$ cat config.mk
export PLATFORM = sky130hd
export DESIGN_NAME = cpfa_ctrl
export DESIGN_NICKNAME = d
export VERILOG_FILES = /design/src/cpfa_pkg.sv /design/src/cpfa_ctrl.sv
export SDC_FILE = /design/constraint.sdc
export NUM_CORES = 1
export LEC_CHECK = 0
export ABC_AREA = 1
export ABC_CLOCK_PERIOD_IN_PS = 1500
export BUFFER_PORTS_ARGS = -buffer_cell sky130_fd_sc_hd__buf_2
export CAP_MARGIN = 20
export CORE_AREA = 8 8 45 47
export CTS_BUF_LIST = sky130_fd_sc_hd__clkbuf_8
export DETAILED_ROUTE_END_ITERATION = 6
export DIE_AREA = 0 0 53 55
export PLACE_DENSITY = 0.76
export SLEW_MARGIN = 30
export SYNTH_ARGS = -nofsm -noshare
export SYNTH_HDL_FRONTEND = slang
export SYNTH_SLANG_ARGS = --single-unit
export TNS_END_PERCENT = 30
$ cat constraint.sdc
create_clock -name clk -period 1.5 [get_ports clk]
set_input_delay 0.225 -clock clk [delete_from_list [all_inputs] [get_ports clk]]
set_output_delay 0.225 -clock clk [all_outputs]
set_load 0.05 [all_outputs]
$ cat src/cpfa_pkg.sv
// Shared types, constants and codes of the chained page-frame allocator.
// No dependencies; used by the controller, the datapath and the top level.
`timescale 1ns / 1ps
`default_nettype none

package cpfa_pkg;

    // Page geometry
    localparam int NUM_PAGES  = 1024;
    localparam int PAGE_SHIFT = 12;

    // Derived widths
    localparam int IDX_W   = $clog2(NUM_PAGES);   // page index
    localparam int CNT_W   = IDX_W + 1;           // page count, holds NUM_PAGES
    localparam int ENT_W   = CNT_W;               // map entry: free, link + 1, or end
    localparam int MEMB_W  = CNT_W + PAGE_SHIFT;  // byte size of managed memory

    // Port field widths
    localparam int CFG_W    = 11;
    localparam int BYTES_W  = 32;
    localparam int ADDR_W   = 32;
    localparam int STATUS_W = 2;
    localparam int TOTAL_W  = 11;

    localparam logic [CFG_W-1:0] CFG_RESET = CFG_W'(1024);

    // Map entry codes
    localparam logic [ENT_W-1:0] ENT_FREE = '0;
    localparam logic [ENT_W-1:0] ENT_END  = '1;

    // Request kinds
    localparam logic MODE_ALLOC = 1'b0;
    localparam logic MODE_FREE  = 1'b1;

    // Result status codes
    localparam logic [STATUS_W-1:0] ST_OK       = 2'd0;
    localparam logic [STATUS_W-1:0] ST_NOMEM    = 2'd1;
    localparam logic [STATUS_W-1:0] ST_NOTALLOC = 2'd2;

    // Datapath operations
    typedef enum logic [3:0] {
        OP_NONE,
        OP_CLEAR,
        OP_LOAD,
        OP_SCAN_INIT,
        OP_COUNT,
        OP_BUILD,
        OP_TAIL,
        OP_FREE_INIT,
        OP_FREE_RD,
        OP_FREE_EV,
        OP_RESULT
    } op_t;

    // Controller to datapath
    typedef struct packed {
        op_t                 op;
        logic [STATUS_W-1:0] code;
    } cmd_t;

    // Datapath to controller
    typedef struct packed {
        logic clr_last;      // clearing pass at its last entry
        logic mode_free;     // captured request is a free
        logic too_big;       // allocate size at or above managed memory
        logic in_range;      // free start page inside managed pages
        logic have_eq_want;  // scan has found enough free pages
        logic scan_end;      // scan ran off the end with nothing in flight
        logic ent_free;      // entry read during free is free
        logic ent_stop;      // entry read during free ends the walk
        logic n_zero;        // nothing freed yet
        logic out_busy;      // result register held and not taken this cycle
    } sts_t;

endpackage

`default_nettype wire

$ cat src/cpfa_ctrl.sv
// Controller state machine of the chained page-frame allocator.
// Depends on cpfa_pkg; drives cpfa_datapath through cmd_t and reads sts_t.
`timescale 1ns / 1ps
`default_nettype none

module cpfa_ctrl
(
    input  wire logic          clk,
    input  wire logic          rst_n,
    input  wire logic          in_valid,
    output logic               in_ready,
    input  wire cpfa_pkg::sts_t sts,
    output cpfa_pkg::cmd_t     cmd
);

    typedef enum logic [2:0] {
        S_CLEAR,
        S_IDLE,
        S_DISPATCH,
        S_COUNT,
        S_BUILD,
        S_FREE_RD,
        S_FREE_EV,
        S_RESP
    } state_t;

    state_t                        state_reg, state_next;
    logic [cpfa_pkg::STATUS_W-1:0] code_reg, code_next;

    assign in_ready = (state_reg == S_IDLE);

    // Decode state and status into the next state and a datapath command
    always_comb
    begin
        state_next = state_reg;
        code_next  = code_reg;
        cmd.op     = cpfa_pkg::OP_NONE;
        cmd.code   = code_reg;
        case (state_reg)
            S_CLEAR:
            begin
                cmd.op = cpfa_pkg::OP_CLEAR;
                if (sts.clr_last)
                begin
                    state_next = S_IDLE;
                end
            end
            S_IDLE:
            begin
                if (in_valid)
                begin
                    cmd.op     = cpfa_pkg::OP_LOAD;
                    state_next = S_DISPATCH;
                end
            end
            S_DISPATCH:
            begin
                if (sts.mode_free)
                begin
                    if (!sts.in_range)
                    begin
                        code_next  = cpfa_pkg::ST_NOTALLOC;
                        state_next = S_RESP;
                    end
                    else
                    begin
                        cmd.op     = cpfa_pkg::OP_FREE_INIT;
                        state_next = S_FREE_RD;
                    end
                end
                else if (sts.too_big)
                begin
                    code_next  = cpfa_pkg::ST_NOMEM;
                    state_next = S_RESP;
                end
                else
                begin
                    cmd.op     = cpfa_pkg::OP_SCAN_INIT;
                    state_next = S_COUNT;
                end
            end
            S_COUNT:
            begin
                if (sts.have_eq_want)
                begin
                    cmd.op     = cpfa_pkg::OP_SCAN_INIT;
                    state_next = S_BUILD;
                end
                else if (sts.scan_end)
                begin
                    code_next  = cpfa_pkg::ST_NOMEM;
                    state_next = S_RESP;
                end
                else
                begin
                    cmd.op = cpfa_pkg::OP_COUNT;
                end
            end
            S_BUILD:
            begin
                if (sts.have_eq_want)
                begin
                    cmd.op     = cpfa_pkg::OP_TAIL;
                    code_next  = cpfa_pkg::ST_OK;
                    state_next = S_RESP;
                end
                else
                begin
                    cmd.op = cpfa_pkg::OP_BUILD;
                end
            end
            S_FREE_RD:
            begin
                cmd.op     = cpfa_pkg::OP_FREE_RD;
                state_next = S_FREE_EV;
            end
            S_FREE_EV:
            begin
                cmd.op = cpfa_pkg::OP_FREE_EV;
                if (sts.ent_free)
                begin
                    code_next  = sts.n_zero ? cpfa_pkg::ST_NOTALLOC : cpfa_pkg::ST_OK;
                    state_next = S_RESP;
                end
                else if (sts.ent_stop)
                begin
                    code_next  = cpfa_pkg::ST_OK;
                    state_next = S_RESP;
                end
                else
                begin
                    state_next = S_FREE_RD;
                end
            end
            S_RESP:
            begin
                if (!sts.out_busy)
                begin
                    cmd.op     = cpfa_pkg::OP_RESULT;
                    state_next = S_IDLE;
                end
            end
            default:
            begin
                state_next = S_IDLE;
            end
        endcase
    end

    // Hold state and the pending status code
    always_ff @(posedge clk or negedge rst_n)
    begin
        if (!rst_n)
        begin
            state_reg <= S_CLEAR;
            code_reg  <= cpfa_pkg::ST_OK;
        end
        else
        begin
            state_reg <= state_next;
            code_reg  <= code_next;
        end
    end

    // A result is never loaded over one still waiting to be taken
    a_no_overwrite: assert property (@(posedge clk) disable iff (!rst_n)
        cmd.op == cpfa_pkg::OP_RESULT |-> !sts.out_busy)
        else $error("result loaded while previous result pending");

    // Out of memory only answers an allocate
    a_nomem_alloc: assert property (@(posedge clk) disable iff (!rst_n)
        (cmd.op == cpfa_pkg::OP_RESULT && cmd.code == cpfa_pkg::ST_NOMEM)
        |-> !sts.mode_free)
        else $error("out of memory reported for a free request");

    // No new transfer is taken during the clearing pass
    a_clear_blocks: assert property (@(posedge clk) disable iff (!rst_n)
        cmd.op == cpfa_pkg::OP_CLEAR |-> !in_ready)
        else $error("input ready during clearing pass");

endmodule

`default_nettype wire

==> metrics.cfg <==
[run_status]
status = finished, violations left
violations = setup timing

[floorplanning]
start_util_pct = 39.60
dieArea_mm2 = 0.002915
rows = 14
die_x_um = 53
die_y_um = 55
ioPinCount = 20
core_area_mm2 = 0.001384

[route]
routed_wl_um = 2119
drtAntennaViolNets = 0
first_pass_iters = 4
wl_per_cell_um = 14.13
vias_per_cell = 5.093
vias = 764
drtIter0Drc = 24
drc = 0

[sta]
drv_slew = 0
fin_crit_ps = 1643
fin_hold_ws_ps = 340.3
worstMarginPinSlew_ps = 249.7
hold_viol = 0
period_share_pct = 109.5
finalClockSkew_ps = 3.547
timing.final.ws_setup_ps = -142.9
relSlewSlack_pct = 83.47
setup_viol = 3
clock.fmax_mhz = 608.7
rsz0062_at_grt = true

[yosys]
synth.largest_area_cell = dfrtp_1
ys_seq_elements = 5
synthesis.instances = 90
syn-cell-area_um2 = 548.0
synthFlopType = dfrtp_1
avgSynthCellArea_um2 = 6.089
yosysWarnings = 0
synth_top_area_share_pct = 22.83
ys_seq_area_share_pct = 22.83
ys_top_cells_by_area = dfrtp_1 23%, nand2_1 19%, nor2_1 8.9%
syn_nets = 103
synth-async-reset-ratio_pct = 100.0
synth_cell_types = 22
synth_edf_count = 0

[setup_path]
required_ps = 1270
r2r_cells = 10
worst_ep_arrival_time_ps = 1420
r2r-start = state_reg[1]$_DFFE_PN0P_
critPathCaptureType = primary output
worst_setup_path_start_kind = register
rr_endpoint = state_reg[1]$_DFFE_PN0P_
crit_chain = nand2_4 > nor2_4 > nand2_1 > nand2_2 > a21oi_2 > nand3_2 > buf_6
crit_type = reg2out
slowest_stage = dfrtp_2
cp_top_family = flip-flops
crit_fanout = 5
critPathBufInv = 1
r2r_slack_ps = 10
slowest_delay_ps = 470

[clock_tree]
cts_buffers = 3
clock_latency_ps = 230
clock-sinks = 5
clk_pin_slew_ps = 40
cts_tree = built
clockBufferDepth = 2
cts_root_buf = clkbuf_8
cts_max_level = 1

[finish]
drive_gt1_share_pct = 50.75
seqCellArea_um2 = 128.9
fin_nets = 148
multi_input_area_um2 = 409.1
final_common_cell = nand2_1
final_cell_mix = 26 x nand2_1, 24 x buf_4, 14 x buf_2, 11 x nor2_1, 9 x inv_1
largest_reg_flops = 3
fin_util_pct = 68.08
area_delta_synth_final_pct = 71.92
antenna_cells = 0
fillers = 121

[power_and_ir_drop]
ir_drop_mv = 1.771
total_power_mw = 2.576
p_leak_nw = 0.5252
power.density_mw_per_mm2 = 2734

[placement]
gp_congestion = 0.9435
preCtsSetupSlack_ps = -6.058
port_buffers = 19
hpwlAfterDp_um = 1442

[job]
cap_violations = 0

[worst_hold_path]
hp-class = in2async

[grt]
grt_pass1_wl_um = 3305
gr-usage-all-layers_pct = 15.04
grt_max_degree = 9
grt_pass1_vias = 802
antenna_found_initial = 0
grt_overflow = 0

[power breakdown]
group	internal [mW]	switching [mW]	leakage (nW)
logic	0.802	1.18	0.441
clock network	0.177	0.0850	0.0269
registers	0.218	0.118	0.0574
[worst register-to-register path, delay by kind of cell (launching register included)]
family	cells	cell delay [ps]
buffers and inverters	4	490
flip-flops	1	470
AND/OR/NAND/NOR	6	420
[layer usage]
| metal | part of all wire, % | GRT usage (%) |
|---|---|---|
| met1 | 39 | 14.79 |
| met2 | 52 | 28.32 |
| met3 | 5.0 | 2.139 |
| met4 | 4.1 | 10.78 |
| met5 | 0 | 0 |
[layout make-up]
cell class	instances	area share [%]
Clock buffer	3	4.382
Clock inverter	1	0.3984
Inverter	11	4.382
Multi-Input combinational cell	72	43.43
Sequential cell	5	13.68
Tap cell	16	2.125
Timing Repair Buffer	42	31.61
[cells in the mapped netlist, types with 2 or more instances]
cell type	n
dfrtp_1	5
clkbuf_8	2
o21ai_0	2
a31oi_1	2
nor2_4	2
inv_1	8
nor3_1	3
nand2_1	28
nor2_2	2
nand3_1	9
inv_2	3
nand2_2	2
nor2_1	13
[stage by stage]
stage	cells	instance area, µm²	setup TNS (ps)
final	150	942.2	-348.1
after global routing	150	942.2	-662.2
after CTS	148	899.6	-337.1
after detailed placement	139	772.0	-6.058
after global placement	139	772.0	0
after floorplan	90	564.3	-293.4
[repair_timing]
item / CTS / global route
hold endpoints to repair: 5 / 0
endpoints found under the setup margin: 5 / 9
pin swaps: 3 / 6
resized for setup: 14 / 9
setup buffers: 4 / 2
hold buffers: 1 / 0
[cells by family after synthesis]
family	synth area share (%)
xor+xnor	1.598
buf+inv	12.56
compound gates	7.762
simple gates	55.25
flops	22.83
[how the worst max path moves through the flow]
| stage | from | endpoint | slack [ps] | depth (start not counted) |
|---|---|---|---|---|
| 2_1_floorplan | state_reg[2]$_DFFE_PN0P_ | cmd[3] | -270 | 4 |
| 3_3_place_gp | state_reg[0]$_DFFE_PN0P_ | cmd[2] | 4 | 8 |
| 3_5_place_dp | state_reg[0]$_DFFE_PN0P_ | cmd[2] | -6 | 8 |
| 4_1_cts | state_reg[0]$_DFFE_PN0P_ | cmd[2] | -130 | 8 |
| 5_1_grt | state_reg[0]$_DFFE_PN0P_ | cmd[2] | -190 | 8 |
| 6_report | state_reg[1]$_DFFE_PN0P_ | cmd[2] | -140 | 7 |
Power figures use the tool's default switching activity.
